## config.mk

```make
export PLATFORM = sky130hd
export DESIGN_NAME = byte_ring_fifo_with_peek
export DESIGN_NICKNAME = d
export VERILOG_FILES = /design/src/rtl/core/brf_pkg.sv /design/src/rtl/core/brf_ring_mem.sv /design/src/rtl/core/brf_ctrl.sv /design/src/rtl/core/byte_ring_fifo_with_peek.sv
export VERILOG_INCLUDE_DIRS = /design/src /design/src/rtl/core
export SDC_FILE = /design/constraint.sdc
export NUM_CORES = 2
export LEC_CHECK = 0
export BUFFER_PORTS_ARGS = -buffer_cell sky130_fd_sc_hd__buf_4
export CAP_MARGIN = 20
export CORE_UTILIZATION = 55
export CTS_BUF_LIST = sky130_fd_sc_hd__clkbuf_16
export CTS_CLUSTER_DIAMETER = 200
export DETAILED_ROUTE_END_ITERATION = 16
export PLACE_DENSITY = 0.78
export SLEW_MARGIN = 20
export SYNTH_ARGS = -nofsm -noshare
export SYNTH_HDL_FRONTEND = slang
export SYNTH_SLANG_ARGS = --single-unit
```

## constraint.sdc

```tcl
create_clock -name clk_i -period 9.5 [get_ports clk_i]
set_input_delay 0.475 -clock clk_i [delete_from_list [all_inputs] [get_ports clk_i]]
set_output_delay 0.475 -clock clk_i [all_outputs]
set_load 0.1 [all_outputs]
```

## src/rtl/core/byte_ring_fifo_with_peek_defines.svh

```systemverilog
// Assertion macros for the byte ring FIFO.
// Used by byte_ring_fifo_with_peek; expects clk_i and rst_ni in scope.
`ifndef BYTE_RING_FIFO_WITH_PEEK_DEFINES_SVH
`define BYTE_RING_FIFO_WITH_PEEK_DEFINES_SVH

// Same-cycle implication, gated by reset.
`define BRF_ASSERT_IMPLIES(name, ante, cons, msg) \
  name: assert property (@(posedge clk_i) disable iff (!rst_ni) (ante) |-> (cons)) \
    else $error(msg);

// Next-cycle implication, gated by reset.
`define BRF_ASSERT_NEXT(name, ante, cons, msg) \
  name: assert property (@(posedge clk_i) disable iff (!rst_ni) (ante) |=> (cons)) \
    else $error(msg);

`endif

```

## src/rtl/core/brf_pkg.sv

```systemverilog
// Shared types and constants for the byte ring FIFO.
// No dependencies.
`default_nettype none

package brf_pkg;

  localparam int unsigned RING_DEPTH_DEF = 256;
  localparam int unsigned MAX_BURST_DEF  = 64;

  localparam int unsigned SIZE_W     = 9;
  localparam logic [SIZE_W-1:0] SIZE_RESET = 9'd256;
  localparam int unsigned PADDR_W    = 3;
  localparam logic        REG_SIZE_IN_USE = 1'b0;  // paddr[2] of the size register

  // Input modes
  localparam logic [1:0] MODE_WRITE = 2'd0;
  localparam logic [1:0] MODE_READ  = 2'd1;
  localparam logic [1:0] MODE_PEEK  = 2'd2;

  // Result status codes
  localparam logic [1:0] STAT_OK       = 2'd0;
  localparam logic [1:0] STAT_NO_SPACE = 2'd1;
  localparam logic [1:0] STAT_INVALID  = 2'd2;

  typedef enum logic {
    ST_IDLE,
    ST_FETCH
  } state_e;

  typedef struct packed {
    logic [1:0] status;
    logic [7:0] read_byte;
    logic       byte_valid;
    logic [6:0] byte_count;
    logic       is_last;
    logic [7:0] used_bytes;
    logic [7:0] free_bytes;
  } res_t;

endpackage

`default_nettype wire

```

## src/rtl/core/brf_ring_mem.sv

```systemverilog
// Byte storage of the ring: one write port, one registered read port.
// Uses brf_pkg only for the default depth; no other dependencies.
`default_nettype none

module brf_ring_mem import brf_pkg::*; #(
  parameter int unsigned DEPTH = RING_DEPTH_DEF,
  parameter int unsigned AW    = 8
) (
  input  wire logic          clk_i,
  input  wire logic          we_i,
  input  wire logic [AW-1:0] waddr_i,
  input  wire logic [7:0]    wdata_i,
  input  wire logic          re_i,
  input  wire logic [AW-1:0] raddr_i,
  output logic      [7:0]    rdata_o
);

  logic [7:0] mem_q [DEPTH];
  logic [7:0] rdata_q;

  always_ff @(posedge clk_i) begin
    if (we_i) begin
      mem_q[waddr_i] <= wdata_i;
    end
  end

  // Read data holds until the next read enable.
  always_ff @(posedge clk_i) begin
    if (re_i) begin
      rdata_q <= mem_q[raddr_i];
    end
  end

  assign rdata_o = rdata_q;

endmodule

`default_nettype wire

```

## src/rtl/core/brf_ctrl.sv

```systemverilog
// Pointer, burst and fetch sequencing for the byte ring FIFO, with output register.
// Depends on brf_pkg; drives brf_ring_mem ports.
`default_nettype none

module brf_ctrl import brf_pkg::*; #(
  parameter int unsigned RING_DEPTH = RING_DEPTH_DEF,
  parameter int unsigned MAX_BURST  = MAX_BURST_DEF,
  parameter int unsigned AW         = 8
) (
  input  wire logic              clk_i,
  input  wire logic              rst_ni,
  input  wire logic              cfg_clear_i,
  input  wire logic [SIZE_W-1:0] size_i,
  input  wire logic              in_valid_i,
  output logic                   in_ready_o,
  input  wire logic [1:0]        mode_i,
  input  wire logic [7:0]        write_byte_i,
  input  wire logic              first_of_burst_i,
  input  wire logic [6:0]        burst_length_i,
  input  wire logic [7:0]        peek_offset_i,
  output logic                   out_valid_o,
  input  wire logic              out_ready_i,
  output res_t                   res_o,
  output logic                   mem_we_o,
  output logic      [AW-1:0]     mem_waddr_o,
  output logic      [7:0]        mem_wdata_o,
  output logic                   mem_re_o,
  output logic      [AW-1:0]     mem_raddr_o,
  input  wire logic [7:0]        mem_rdata_i
);

  localparam int unsigned LW = $clog2(RING_DEPTH + 1);
  localparam int unsigned CW = (LW > 8) ? LW : 8;
  localparam int unsigned SW = CW + 1;

  state_e        state_q, state_d;
  logic [AW-1:0] wr_q, wr_d, rd_q, rd_d, addr_q, addr_d;
  logic          acc_q, acc_d;
  logic [6:0]    rem_q, rem_d;
  logic [6:0]    beats_q, beats_d, total_q, total_d;
  logic [7:0]    used_q, used_d, free_q, free_d;
  logic          out_valid_q, out_valid_d;
  res_t          res_q, res_d;

  logic [LW-1:0] ring_len, used_c, free_c, avail_c;
  logic [LW-1:0] wr_p1, addr_p1, start_p1;
  logic [SW-1:0] start_sum, rd_sum;
  logic [AW-1:0] wr_inc, addr_inc, start_c, start_inc, rd_after;
  logic [6:0]    len_c, fetch_n;
  logic          out_free, accept, is_fetch, fetch_go, last_beat, peek_empty;
  logic          w_store, acc_n;
  logic [6:0]    rem_n;
  logic [1:0]    w_stat;

  // Effective ring length, clamped to 2..RING_DEPTH
  always_comb begin
    if (size_i < SIZE_W'(2)) begin
      ring_len = LW'(2);
    end else if (32'(size_i) > 32'(RING_DEPTH)) begin
      ring_len = LW'(RING_DEPTH);
    end else begin
      ring_len = LW'(size_i);
    end
  end

  assign used_c = (wr_q >= rd_q) ? (LW'(wr_q) - LW'(rd_q))
                                 : (LW'(wr_q) + ring_len - LW'(rd_q));
  assign free_c = ring_len - LW'(1) - used_c;

  assign len_c = (burst_length_i > 7'(MAX_BURST)) ? 7'(MAX_BURST) : burst_length_i;

  // Wrapping increments
  assign wr_p1    = LW'(wr_q) + LW'(1);
  assign wr_inc   = (wr_p1 == ring_len) ? '0 : AW'(wr_p1);
  assign addr_p1  = LW'(addr_q) + LW'(1);
  assign addr_inc = (addr_p1 == ring_len) ? '0 : AW'(addr_p1);

  // Fetch plan: start address, byte count, read pointer after a read
  assign peek_empty = (mode_i == MODE_PEEK) && (CW'(peek_offset_i) >= CW'(used_c));
  assign avail_c    = (mode_i == MODE_PEEK) ? (used_c - LW'(peek_offset_i)) : used_c;
  assign start_sum  = (mode_i == MODE_PEEK) ? (SW'(rd_q) + SW'(peek_offset_i)) : SW'(rd_q);
  assign start_c    = (start_sum >= SW'(ring_len)) ? AW'(start_sum - SW'(ring_len))
                                                   : AW'(start_sum);
  assign start_p1   = LW'(start_c) + LW'(1);
  assign start_inc  = (start_p1 == ring_len) ? '0 : AW'(start_p1);

  always_comb begin
    if (len_c == '0 || peek_empty) begin
      fetch_n = '0;
    end else if (CW'(avail_c) < CW'(len_c)) begin
      fetch_n = 7'(avail_c);
    end else begin
      fetch_n = len_c;
    end
  end

  assign rd_sum   = SW'(start_c) + SW'(fetch_n);
  assign rd_after = (rd_sum >= SW'(ring_len)) ? AW'(rd_sum - SW'(ring_len)) : AW'(rd_sum);

  // Write burst bookkeeping
  always_comb begin
    w_store = 1'b0;
    acc_n   = acc_q;
    rem_n   = rem_q;
    w_stat  = STAT_OK;
    if (first_of_burst_i) begin
      if (len_c == '0) begin
        acc_n  = 1'b0;
        rem_n  = '0;
        w_stat = STAT_INVALID;
      end else if (CW'(free_c) < CW'(len_c)) begin
        acc_n  = 1'b0;
        rem_n  = len_c - 7'd1;
        w_stat = STAT_NO_SPACE;
      end else begin
        w_store = 1'b1;
        rem_n   = len_c - 7'd1;
        acc_n   = (len_c != 7'd1);
      end
    end else if (rem_q != '0) begin
      rem_n   = rem_q - 7'd1;
      w_store = acc_q;
      w_stat  = acc_q ? STAT_OK : STAT_NO_SPACE;
      if (rem_q == 7'd1) begin
        acc_n = 1'b0;
      end
    end else begin
      w_stat = STAT_INVALID;
    end
  end

  assign out_free  = !out_valid_q || out_ready_i;
  assign in_ready_o = (state_q == ST_IDLE) && out_free;
  assign accept    = in_valid_i && in_ready_o;
  assign is_fetch  = (mode_i == MODE_READ) || (mode_i == MODE_PEEK);
  assign fetch_go  = accept && is_fetch && (fetch_n != '0);
  assign last_beat = (state_q == ST_FETCH) && out_free && (beats_q == 7'd1);

  // Next state
  always_comb begin
    state_d = state_q;
    unique case (state_q)
      ST_IDLE:  if (fetch_go) state_d = ST_FETCH;
      ST_FETCH: if (last_beat) state_d = ST_IDLE;
      default:  state_d = ST_IDLE;
    endcase
  end

  // Datapath and memory control
  always_comb begin
    wr_d        = wr_q;
    rd_d        = rd_q;
    addr_d      = addr_q;
    acc_d       = acc_q;
    rem_d       = rem_q;
    beats_d     = beats_q;
    total_d     = total_q;
    used_d      = used_q;
    free_d      = free_q;
    res_d       = res_q;
    out_valid_d = out_valid_q && !out_ready_i;
    mem_we_o    = 1'b0;
    mem_waddr_o = wr_q;
    mem_wdata_o = write_byte_i;
    mem_re_o    = 1'b0;
    mem_raddr_o = addr_q;

    unique case (state_q)
      ST_IDLE: begin
        if (accept) begin
          res_d.read_byte  = '0;
          res_d.byte_valid = 1'b0;
          res_d.byte_count = '0;
          res_d.is_last    = 1'b1;
          res_d.used_bytes = 8'(used_c);
          res_d.free_bytes = 8'(free_c);
          unique case (mode_i)
            MODE_WRITE: begin
              out_valid_d  = 1'b1;
              res_d.status = w_stat;
              acc_d        = acc_n;
              rem_d        = rem_n;
              if (w_store) begin
                mem_we_o         = 1'b1;
                wr_d             = wr_inc;
                res_d.used_bytes = 8'(used_c + LW'(1));
                res_d.free_bytes = 8'(free_c - LW'(1));
              end
            end
            MODE_READ, MODE_PEEK: begin
              if (fetch_go) begin
                mem_re_o    = 1'b1;
                mem_raddr_o = start_c;
                addr_d      = start_inc;
                beats_d     = fetch_n;
                total_d     = fetch_n;
                if (mode_i == MODE_READ) begin
                  rd_d   = rd_after;
                  used_d = 8'(used_c - LW'(fetch_n));
                  free_d = 8'(free_c + LW'(fetch_n));
                end else begin
                  used_d = 8'(used_c);
                  free_d = 8'(free_c);
                end
              end else begin
                out_valid_d  = 1'b1;
                res_d.status = (len_c == '0) ? STAT_INVALID : STAT_OK;
              end
            end
            default: begin
              out_valid_d  = 1'b1;
              res_d.status = STAT_INVALID;
            end
          endcase
        end
      end
      ST_FETCH: begin
        // Read data for the current byte is valid; next read issues as it drains.
        if (out_free) begin
          out_valid_d      = 1'b1;
          res_d.status     = STAT_OK;
          res_d.read_byte  = mem_rdata_i;
          res_d.byte_valid = 1'b1;
          res_d.is_last    = (beats_q == 7'd1);
          res_d.byte_count = (beats_q == 7'd1) ? total_q : '0;
          res_d.used_bytes = used_q;
          res_d.free_bytes = free_q;
          beats_d          = beats_q - 7'd1;
          if (beats_q != 7'd1) begin
            mem_re_o = 1'b1;
            addr_d   = addr_inc;
          end
        end
      end
      default: ;
    endcase

    if (cfg_clear_i) begin
      wr_d  = '0;
      rd_d  = '0;
      acc_d = 1'b0;
      rem_d = '0;
    end
  end

  always_ff @(posedge clk_i or negedge rst_ni) begin
    if (!rst_ni) begin
      state_q     <= ST_IDLE;
      wr_q        <= '0;
      rd_q        <= '0;
      acc_q       <= 1'b0;
      rem_q       <= '0;
      beats_q     <= '0;
      out_valid_q <= 1'b0;
    end else begin
      state_q     <= state_d;
      wr_q        <= wr_d;
      rd_q        <= rd_d;
      acc_q       <= acc_d;
      rem_q       <= rem_d;
      beats_q     <= beats_d;
      out_valid_q <= out_valid_d;
    end
  end

  always_ff @(posedge clk_i) begin
    addr_q  <= addr_d;
    total_q <= total_d;
    used_q  <= used_d;
    free_q  <= free_d;
    res_q   <= res_d;
  end

  assign out_valid_o = out_valid_q;
  assign res_o       = res_q;

endmodule

`default_nettype wire

```

## src/rtl/core/byte_ring_fifo_with_peek.sv

```systemverilog
// Top level of the byte ring FIFO with peek: APB size register, control, storage.
// Depends on brf_pkg, brf_ctrl, brf_ring_mem and byte_ring_fifo_with_peek_defines.svh.
`default_nettype none

`include "byte_ring_fifo_with_peek_defines.svh"

// Byte ring FIFO whose active length comes from the size_in_use register
// (clamped to 2..RING_DEPTH, one slot always kept empty). Write transactions
// carry one byte each; the first byte of a burst carries its length and the
// burst is stored only if it fits whole. Read and peek transactions return
// one result per byte, the last one carrying the byte count. A write, a
// zero-length or empty request, or an unknown mode produces one result. A
// read or peek first accepts the request and issues the first memory read,
// then produces one result per byte, paced by the single registered read
// port of the storage. The next transaction is accepted once the fetch is
// done and the output register can take a result; backpressure on the
// output stalls the fetch in place. The storage is not cleared after reset:
// bytes never written read back as unknown. Writing size_in_use empties the
// ring and drops any open burst; write it only while no transaction is in
// flight.

module byte_ring_fifo_with_peek import brf_pkg::*; #(
  parameter int unsigned RING_DEPTH = RING_DEPTH_DEF,
  parameter int unsigned MAX_BURST  = MAX_BURST_DEF
) (
  input  wire logic               clk_i,
  input  wire logic               rst_ni,
  // APB configuration port
  input  wire logic               psel,
  input  wire logic               penable,
  input  wire logic               pwrite,
  input  wire logic [PADDR_W-1:0] paddr,
  input  wire logic [31:0]        pwdata,
  output logic      [31:0]        prdata,
  output logic                    pready,
  // Input transactions
  input  wire logic               in_valid_i,
  output logic                    in_ready_o,
  input  wire logic [1:0]         mode_i,
  input  wire logic [7:0]         write_byte_i,
  input  wire logic               first_of_burst_i,
  input  wire logic [6:0]         burst_length_i,
  input  wire logic [7:0]         peek_offset_i,
  // Result transactions
  output logic                    out_valid_o,
  input  wire logic               out_ready_i,
  output logic      [1:0]         status_o,
  output logic      [7:0]         read_byte_o,
  output logic                    byte_valid_o,
  output logic      [6:0]         byte_count_o,
  output logic                    is_last_o,
  output logic      [7:0]         used_bytes_o,
  output logic      [7:0]         free_bytes_o
);

  localparam int unsigned AW = (RING_DEPTH > 1) ? $clog2(RING_DEPTH) : 1;

  logic [SIZE_W-1:0] size_q, size_d;
  logic              cfg_wr;
  res_t              res;
  logic              mem_we, mem_re;
  logic [AW-1:0]     mem_waddr, mem_raddr;
  logic [7:0]        mem_wdata, mem_rdata;

  // APB: zero wait states; only the size register is decoded
  assign pready = 1'b1;
  assign cfg_wr = psel && penable && pwrite && pready && (paddr[2] == REG_SIZE_IN_USE);
  assign size_d = cfg_wr ? pwdata[SIZE_W-1:0] : size_q;
  assign prdata = (paddr[2] == REG_SIZE_IN_USE) ? 32'(size_q) : '0;

  always_ff @(posedge clk_i or negedge rst_ni) begin
    if (!rst_ni) begin
      size_q <= SIZE_RESET;
    end else begin
      size_q <= size_d;
    end
  end

  brf_ctrl #(
    .RING_DEPTH (RING_DEPTH),
    .MAX_BURST  (MAX_BURST),
    .AW         (AW)
  ) u_ctrl (
    .clk_i            (clk_i),
    .rst_ni           (rst_ni),
    .cfg_clear_i      (cfg_wr),
    .size_i           (size_q),
    .in_valid_i       (in_valid_i),
    .in_ready_o       (in_ready_o),
    .mode_i           (mode_i),
    .write_byte_i     (write_byte_i),
    .first_of_burst_i (first_of_burst_i),
    .burst_length_i   (burst_length_i),
    .peek_offset_i    (peek_offset_i),
    .out_valid_o      (out_valid_o),
    .out_ready_i      (out_ready_i),
    .res_o            (res),
    .mem_we_o         (mem_we),
    .mem_waddr_o      (mem_waddr),
    .mem_wdata_o      (mem_wdata),
    .mem_re_o         (mem_re),
    .mem_raddr_o      (mem_raddr),
    .mem_rdata_i      (mem_rdata)
  );

  brf_ring_mem #(
    .DEPTH (RING_DEPTH),
    .AW    (AW)
  ) u_mem (
    .clk_i   (clk_i),
    .we_i    (mem_we),
    .waddr_i (mem_waddr),
    .wdata_i (mem_wdata),
    .re_i    (mem_re),
    .raddr_i (mem_raddr),
    .rdata_o (mem_rdata)
  );

  assign status_o     = res.status;
  assign read_byte_o  = res.read_byte;
  assign byte_valid_o = res.byte_valid;
  assign byte_count_o = res.byte_count;
  assign is_last_o    = res.is_last;
  assign used_bytes_o = res.used_bytes;
  assign free_bytes_o = res.free_bytes;

  // A transaction is taken only when the output register has room for its first result.
  `BRF_ASSERT_IMPLIES(a_accept_needs_room, in_valid_i && in_ready_o, !out_valid_o || out_ready_i, "accepted with output register full")
  // A write answers with a single byteless result in the next cycle.
  `BRF_ASSERT_NEXT(a_write_single_result, in_valid_i && in_ready_o && mode_i == MODE_WRITE, out_valid_o && is_last_o && !byte_valid_o, "write result missing or malformed")
  // Only the last result of a fetch may carry a count; earlier ones carry bytes.
  `BRF_ASSERT_IMPLIES(a_count_only_on_last, out_valid_o && !is_last_o, byte_valid_o && byte_count_o == 7'd0, "non-last result malformed")
  // A result without a byte always closes its transaction.
  `BRF_ASSERT_IMPLIES(a_byteless_is_last, out_valid_o && !byte_valid_o, is_last_o && byte_count_o == 7'd0, "byteless result not last")

endmodule

`default_nettype wire

```

* After elaboration in Yosys (flattened, before gate mapping) *
Memories as Yosys holds them, arrays and structs flattened. A register that Yosys moved wholly into a read port is not among the register bits.
Index checks and enable logic that the tools add are counted.

operators by class
  bitwise gates (word level) = 2
  order comparisons = 9
  reductions and logical operators = 38
  multiplexer cells = 95
  $add $sub $neg = 20
  eq/ne operators = 16

operators by type and width
  cell                                              count
  two-way mux 8 bit                                 27
  two-way mux 7 bit                                 15
  two-way mux 35 bit                                2
  one-hot mux 35 bit (2 select lines)               1
  two-way mux 9 bit                                 6
  two-way mux 16 bit                                2
  two-way mux 1 bit                                 31
  adder 8 x 1 -> 9 bit, second input constant       3
  == test 9 bit                                     3
  subtractor 7 x 1 -> 7 bit, second input constant  3
  < comparator 9 x 7 -> 1 bit                       2
  subtractor 9 x 8 -> 9 bit                         2
  one-hot mux 8 bit (2 select lines)                1
  AND reduction 4 bit                               4
  subtractor 8 bit                                  2
  AND reduction 5 bit                               3
  == test 7 x 1 -> 1 bit, second input constant     2
  != test 7 x 1 -> 1 bit, second input constant     2
  one-hot mux 7 bit (2 select lines)                1
  nonzero test 7 bit                                2
  nonzero test 2 bit                                6
  logical AND 1 bit                                 11
  >= comparator 10 x 9 -> 1 bit                     1
  two-way mux 2 bit                                 5
  other kinds (32)                                  43

word-level totals
  bits in writable memories = 2048
  logic and storage cells = 200
  output and inout port bits = 70
  memories kept = 1
  input port bits = 68
  register bits = 108

memories
  memory       words  bits a word  read ports  clocked after Yosys merged registers in  write ports  RTL line            source
  u_mem.mem_q  256    8            1           1                                        1            brf_ring_mem.sv:18  logic [7:0] mem_q [DEPTH];

* Logic depth before layout (Yosys ltp) *
  depth in word-level cells = 20
  depth in mapped cells = 51
  mapped depth without buffers = 47

* Modules after synthesis *
A second synthesis with hierarchy kept.

second synthesis, totals
  cell total of the unflattened synthesis = 5026
  area, all modules = 90782.1 um2

by module, submodules not included
  module                    sequential area each (um2)  area each (um2)  cells each  instances
  brf_ring_mem              61739.2                     79636.4          3733        1
  brf_ctrl                  2807.7                      10523.8          1238        1
  byte_ring_fifo_with_peek  226.5                       621.8            55          1

* Worst setup path before layout *
Ideal clock, no wire load.

  path kind = reg2reg
  from = reg size_q[7]
  to = reg u_ctrl.rd_q[1]
  slack = -0.448 ns
  stages on the path, launching flop included = 46
  clock period less this slack = 9.948 ns
  data required time = 9.368 ns
  path buffers = 4
  setup time = 0.132 ns
  arrival time = 9.816 ns
  path through = dfrtp_1 -> clkbuf_1 -> nor4_1 -> nand2_1 -> a21oi_1 -> fa_1 -> fa_1 -> xor2_1 -> nor3_1 -> or2_2 -> clkbuf_1 -> inv_1 -> ha_1 -> o21a_1 -> o31a_1 -> o21ai_0 -> or3b_2 -> a21oi_1 -> [... 10 more ...] -> o21ai_0 -> inv_1 -> ha_1 -> a21o_1 -> a21oi_1 -> xnor2_1 -> ha_1 -> a21o_1 -> a21o_1 -> a21o_1 -> a21o_1 -> a211o_1 -> a21o_1 -> clkbuf_1 -> nor2_1 -> a21oi_1 -> a21oi_1 -> nor2_1

between the ends
  word-level cells in the longest chain between the ends = 20
  elaborated cells between the ends (all ways) = 32
  classes of those cells = 6 x add/sub; 6 x order compare; 14 x mux; 6 x reduce/logical

RTL lines
  item                                                            RTL line                        source
  from (decl)                                                     byte_ring_fifo_with_peek.sv:58  logic [SIZE_W-1:0] size_q, size_d;
  from (signal assigned)                                          byte_ring_fifo_with_peek.sv:75  size_q <= size_d;
  greater-than comparator 9 bit                                   brf_ctrl.sv:59                  end else if (32'(size_i) > 32'(RING_DEPTH)) begin
  two-way mux 9 bit                                               brf_ctrl.sv:59
  two-way mux 9 bit (*)                                           brf_ctrl.sv:57                  if (size_i < SIZE_W'(2)) begin
  adder 8 x 9 -> 9 bit (*)                                        brf_ctrl.sv:67                  : (LW'(wr_q) + ring_len - LW'(rd_q));
  subtractor 9 x 8 -> 9 bit (*)                                   brf_ctrl.sv:67
  two-way mux 9 bit (*)                                           brf_ctrl.sv:66                  assign used_c = (wr_q >= rd_q) ? (LW'(wr_q) - LW'(rd_q))
  subtractor 9 x 8 -> 9 bit                                       brf_ctrl.sv:80                  assign avail_c = (mode_i == MODE_PEEK) ? (used_c - LW'(peek_offset_i)) : used_c;
  two-way mux 9 bit                                               brf_ctrl.sv:80
  [... 3 more ...]                                                n/a
  named net u_ctrl.fetch_n[1]                                     brf_ctrl.sv:49                  logic [6:0] len_c, fetch_n;
  [... 1 more ...]                                                n/a
  subtractor 8 bit / >= comparator 9 bit (equally long branches)  brf_ctrl.sv:98                  assign rd_after = (rd_sum >= SW'(ring_len)) ? AW'(rd_sum - SW'(ring_len)) : AW'(rd_sum);
  two-way mux 8 bit                                               brf_ctrl.sv:98
  two-way mux 8 bit                                               brf_ctrl.sv:197                 if (mode_i == MODE_READ) begin
  two-way mux 8 bit                                               brf_ctrl.sv:191                 if (fetch_go) begin
  two-way mux 8 bit                                               brf_ctrl.sv:177                 unique case (mode_i)
  two-way mux 8 bit                                               brf_ctrl.sv:170                 if (accept) begin
  two-way mux 8 bit                                               brf_ctrl.sv:168                 unique case (state_q)
  two-way mux 8 bit                                               brf_ctrl.sv:238                 if (cfg_clear_i) begin
  to (signal assigned)                                            brf_ctrl.sv:258                 rd_q <= rd_d;
  to (decl)                                                       brf_ctrl.sv:37                  logic [AW-1:0] wr_q, wr_d, rd_q, rd_d, addr_q, addr_d;

The timed path passes the listed nets; every way through them passes the cells marked *. The select of a mux whose other input is x is not followed.
A chain may end at the register's enable or synchronous reset.

* Final worst setup path *
  from = reg size_q[5]
  to = reg u_mem.rdata_q[5] (netlist: u_mem.rdata_o[5]), read port of u_mem.mem_q (data pin)

between the ends
  word-level cells in the longest chain between the ends = 17
  elaborated cells between the ends (all ways) = 28
  classes of those cells = 4 x add/sub; 5 x order compare; 15 x mux; 4 x reduce/logical

RTL lines
  item                                                                            RTL line            source
  greater-than comparator 9 bit                                                   brf_ctrl.sv:59
  two-way mux 9 bit                                                               brf_ctrl.sv:59
  two-way mux 9 bit (*)                                                           brf_ctrl.sv:57
  adder 8 x 9 -> 9 bit                                                            brf_ctrl.sv:67
  subtractor 9 x 8 -> 9 bit                                                       brf_ctrl.sv:67
  two-way mux 9 bit                                                               brf_ctrl.sv:66
  subtractor 9 x 8 -> 9 bit                                                       brf_ctrl.sv:80
  two-way mux 9 bit                                                               brf_ctrl.sv:80
  < comparator 9 x 7 -> 1 bit                                                     brf_ctrl.sv:90      end else if (CW'(avail_c) < CW'(len_c)) begin
  two-way mux 7 bit                                                               brf_ctrl.sv:90
  two-way mux 7 bit                                                               brf_ctrl.sv:88      if (len_c == '0 || peek_empty) begin
  nonzero test 7 bit                                                              brf_ctrl.sv:136     assign fetch_go = accept && is_fetch && (fetch_n != '0);
  logical AND 1 bit                                                               brf_ctrl.sv:136
  two-way mux 1 bit / two-way mux 8 bit (equally long branches)                   brf_ctrl.sv:191
  two-way mux 1 bit / two-way mux 8 bit (equally long branches)                   brf_ctrl.sv:177
  two-way mux 1 bit / two-way mux 8 bit (equally long branches)                   brf_ctrl.sv:170
  one-hot mux 1 bit (2 select lines) / two-way mux 8 bit (equally long branches)  brf_ctrl.sv:168
  to (decl)                                                                       brf_ring_mem.sv:19  logic [7:0] rdata_q;

Every way passes the cells marked *; elsewhere a longest branch is shown, timed or not.

==> impl_metrics.py <==
metrics = {
    "synthesis": {
        "netlist_instances": 6897,
        "synth-seq-cells": 2164,
        "syn-cell-area_mm2": 0.0921,
        "synth.yosys.warnings": 0,
        "avgSynthCellArea_um2": 13.4,
        "synth_edf_count": 2122,
        "synth_cell_type_count": 87,
        "ys_seq_area_frac": 0.703,
        "async_reset_ff_frac": 0.0194,
        "synthFlopType": "edfxtp_1",
    },
    "setup_path": {
        "path_class": "reg -> reg",
        "endpoint_kind": "flip-flop",
        "r2r-end": "u_mem.rdata_o[5]$_DFFE_PP_",
        "regToRegSetupSlack_ns": 0.28,
        "required_ns": 10.11,
        "regToRegStartpoint": "size_q[5]$_DFFE_PN0P_",
        "cp.arrival_ns": 9.83,
        "cp_common_cell": "buf_4",
        "path_max_fanout": 36,
        "slowest_delay_ns": 0.71,
        "reg2regPathDepth": 37,
        "slowest_stage": "o41ai_1",
        "critPathLaunchType": "flip-flop",
    },
    "timing": {
        "drv_slew": 0,
        "period_needed_ns": 9.22,
        "fin_worst_skew_ns": 0.0428,
        "fmax_ghz": 0.108,
        "setup_viol": 0,
        "worstMarginPinSlew_ns": 1.18,
        "fin_ws_ns": 0.281,
        "slew_headroom": 0.216,
        "fin_crit_sh": 0.970,
        "final_hold_viol_count": 0,
    },
    "placement": {
        "numPortBuffers": 88,
        "dpl_cell_area_mm2": 0.0973,
        "place_congestion": 0.935,
        "pre_cts_ws_ns": 0.211,
        "dpl.hpwl_um": 164000,
    },
    "route": {
        "via_per_inst": 6.38,
        "routed_wl_um": 258000,
        "via_count": 61100,
        "route.detailed.drc": 0,
        "wl_per_cell_um": 26.9,
        "postRouteAntennaNets": 0,
        "drt_pass1_iterations": 6,
        "drt_iter0_drc": 9468,
    },
    "global_route": {
        "antenna_found_initial": 14,
        "overflow": 0,
        "grt_max_degree": 167,
        "grt_pass1_wl_um": 376000,
        "track_usage": 0.301,
        "grt_pass1_vias": 58200,
    },
    "clock_network": {
        "clk_pin_slew_ns": 0.06,
        "cts_buffer_depth": 3,
        "numCtsBuffers": 203,
        "cts.sinks": 2164,
        "h-tree-depth": 4,
        "clock_latency_ns": 0.87,
        "cts_tree": "done",
        "root_buffer": "clkbuf_16",
    },
    "power_and_ir_drop": {
        "ir_drop_mv": 0.517,
        "p_leak_nw": 36.7,
        "p_per_area_mw_per_mm2": 361,
    },
    "hold_path": {
        "hold_end": "u_ctrl.state_q$_DFF_PN0_",
        "min_path_type": "in -> reg",
        "holdPathStages": 3,
        "min_from": "out_ready_i",
    },
    "finish": {
        "finish.instance_area_mm2": 0.104,
        "final_nets": 7414,
        "syn_to_final_growth_pct": 12.9,
        "layout-drive-gt1-share": 0.121,
    },
    "status": {
        "status": "finished clean",
    },
    "floorplan": {
        "rows": 149,
        "initial_core_util": 0.557,
        "die_area_mm2": 0.169,
        "core-area_mm2": 0.166,
        "dieHeight_um": 411,
        "fp.dieW_um": 411,
        "ioPinCount": 138,
    },
    "job": {
        "maxCapViolations": 0,
    },
}
==> cells by family (layout without fill, tap and decap cells) <==
| kind of cell | count (synthesis) | in the layout | share of synthesized area |
|---|---|---|---|
| AOI/OAI and AO/OA | 886 | 886 | 0.0617 |
| xor gates and xnor gates | 115 | 115 | 0.0111 |
| adders and majority gates | 126 | 126 | 0.0185 |
| buffers and inverters | 543 | 1017 | 0.0274 |
| DFF | 2164 | 2164 | 0.703 |
| muxes | 514 | 514 | 0.0572 |
| other | 2 | 26 | 0.0000815 |
| and+or+nand+nor | 2547 | 2547 | 0.121 |
==> how the worst max path moves through the flow <==
stage / depth (start not counted) / to / from
2_1_floorplan: 49 / u_ctrl.rd_q[1]$_DFFE_PN0P_ / size_q[7]$_DFFE_PN0P_
5_1_grt: 47 / u_ctrl.rd_q[0]$_DFFE_PN0P_ / size_q[5]$_DFFE_PN0P_
4_1_cts: 44 / u_ctrl.rd_q[4]$_DFFE_PN0P_ / size_q[1]$_DFFE_PN0P_
3_5_place_dp: 44 / u_ctrl.rd_q[2]$_DFFE_PN0P_ / size_q[1]$_DFFE_PN0P_
3_3_place_gp: 45 / u_ctrl.rd_q[2]$_DFFE_PN0P_ / size_q[1]$_DFFE_PN0P_
6_report: 37 / u_mem.rdata_o[5]$_DFFE_PP_ / size_q[5]$_DFFE_PN0P_
==> power by group <==
group | leakage [nW] | switching, mW | internal, mW
sequential | 19.7 | 0.194 | 10.9
clock | 3.32 | 3.56 | 4.39
combinational | 13.8 | 11.6 | 6.90
==> area by class of cell <==
type	instances	area (um^2)
antenna	2	5.00
tap	2189	2740
inverter	116	437
clock inverter	174	1440
timing repair buffer	523	4440
multi-input combinational	4212	25100
fill	11600	61500
sequential	2164	64800
clock buffer	204	5100
==> sequential cells by signal (all words and copies together) (netlist names), 7 cells and up <==
signal,cells
size_q,9
u_ctrl.addr_q,8
u_ctrl.beats_q,7
u_ctrl.free_q,8
u_ctrl.mem_waddr_o,8
u_ctrl.rd_q,8
u_ctrl.rem_q,7
u_ctrl.res_o,35
u_ctrl.total_q,7
u_ctrl.used_q,8
u_mem.mem_q,2048
u_mem.rdata_o,8
==> cell usage after synthesis (all sizes together), types with 7 or more instances <==
library cell / instances / area share
a2111oi: 7 / 0.00067
a211oi: 38 / 0.0031
a21o: 37 / 0.0030
a21oi: 224 / 0.012
a221oi: 12 / 0.0011
a31oi: 32 / 0.0022
a32oi: 46 / 0.0044
and2: 29 / 0.0020
and3: 19 / 0.0013
buf: 274 / 0.016
clkbuf: 153 / 0.0062
dfrtp: 41 / 0.011
edfxtp: 2122 / 0.69
fa: 17 / 0.0037
ha: 109 / 0.015
inv: 114 / 0.0046
mux2: 34 / 0.0042
mux2i: 478 / 0.052
nand2: 1290 / 0.053
nand2b: 16 / 0.0011
nand3: 589 / 0.032
nand3b: 7 / 0.00057
nand4: 76 / 0.0052
nor2: 339 / 0.014
nor2b: 22 / 0.0015
nor3: 58 / 0.0032
nor3b: 8 / 0.00065
nor4: 58 / 0.0039
o2111ai: 11 / 0.0010
o211ai: 72 / 0.0059
o21a: 14 / 0.0011
o21ai: 154 / 0.0085
o21bai: 16 / 0.0013
o22ai: 161 / 0.011
o41a: 7 / 0.00086
o41ai: 10 / 0.00095
or3: 13 / 0.00088
or4: 8 / 0.00065
xnor2: 80 / 0.0076
xor2: 34 / 0.0032
==> worst max-delay path, delay by kind of cell, from the launching register on <==
kind            cells  cell delay (ns)
xor+xnor            1             0.08
flops               1             0.40
buf+inv             7             1.20
mux                 2             0.78
simple gates        7             1.65
compound gates     16             3.57
fa+ha+maj           4             1.26
==> placed cells by master (no fill, tap or decap), drive strengths merged, types with 46 or more instances in the layout <==
| master | instances |
|---|---|
| o22ai | 161 |
| nand2 | 1290 |
| mux2i | 478 |
| edfxtp | 2122 |
| o21ai | 154 |
| inv | 158 |
| buf | 503 |
| a32oi | 46 |
| nand3 | 589 |
| nor3 | 58 |
| clkbuf | 212 |
| nor4 | 58 |
| o211ai | 72 |
| nor2 | 339 |
| xnor2 | 80 |
| ha | 109 |
| a21oi | 224 |
| nand4 | 76 |
| clkinv | 106 |
==> layer usage <==
metal  vias to the layer above  GRT usage  wire (um)
met3                       740     0.0638      31400
li1                      26300          -          -
met4                        14      0.164      15400
met5                         -          0         82
met2                      4216      0.457     116000
met1                     29800      0.410      94700
==> repair_timing <==
item | CTS | global route
setup buffers | 0 | 4
hold buffers | 12 | 0
gates resized for setup | 0 | 18
endpoints found under the hold margin | 52 | 0
setup endpoints to repair | 0 | 16
==> stage by stage <==
stage          setup TNS [ns]  cells  total power [mW]  hold slack (ns)  utilization
6_report                    0   9584              37.5           0.0578        0.628
5_1_grt               -0.0875   9583              39.2           0.0731        0.628
4_1_cts                     0   9578              37.0           0.0142        0.628
3_5_place_dp                0   9188              29.1            0.506        0.587
3_3_place_gp                0   9187              28.7            0.495        0.587
2_1_floorplan               0   6919              23.0            0.179            -
Note: power is estimated with default switching activity, not from simulation.
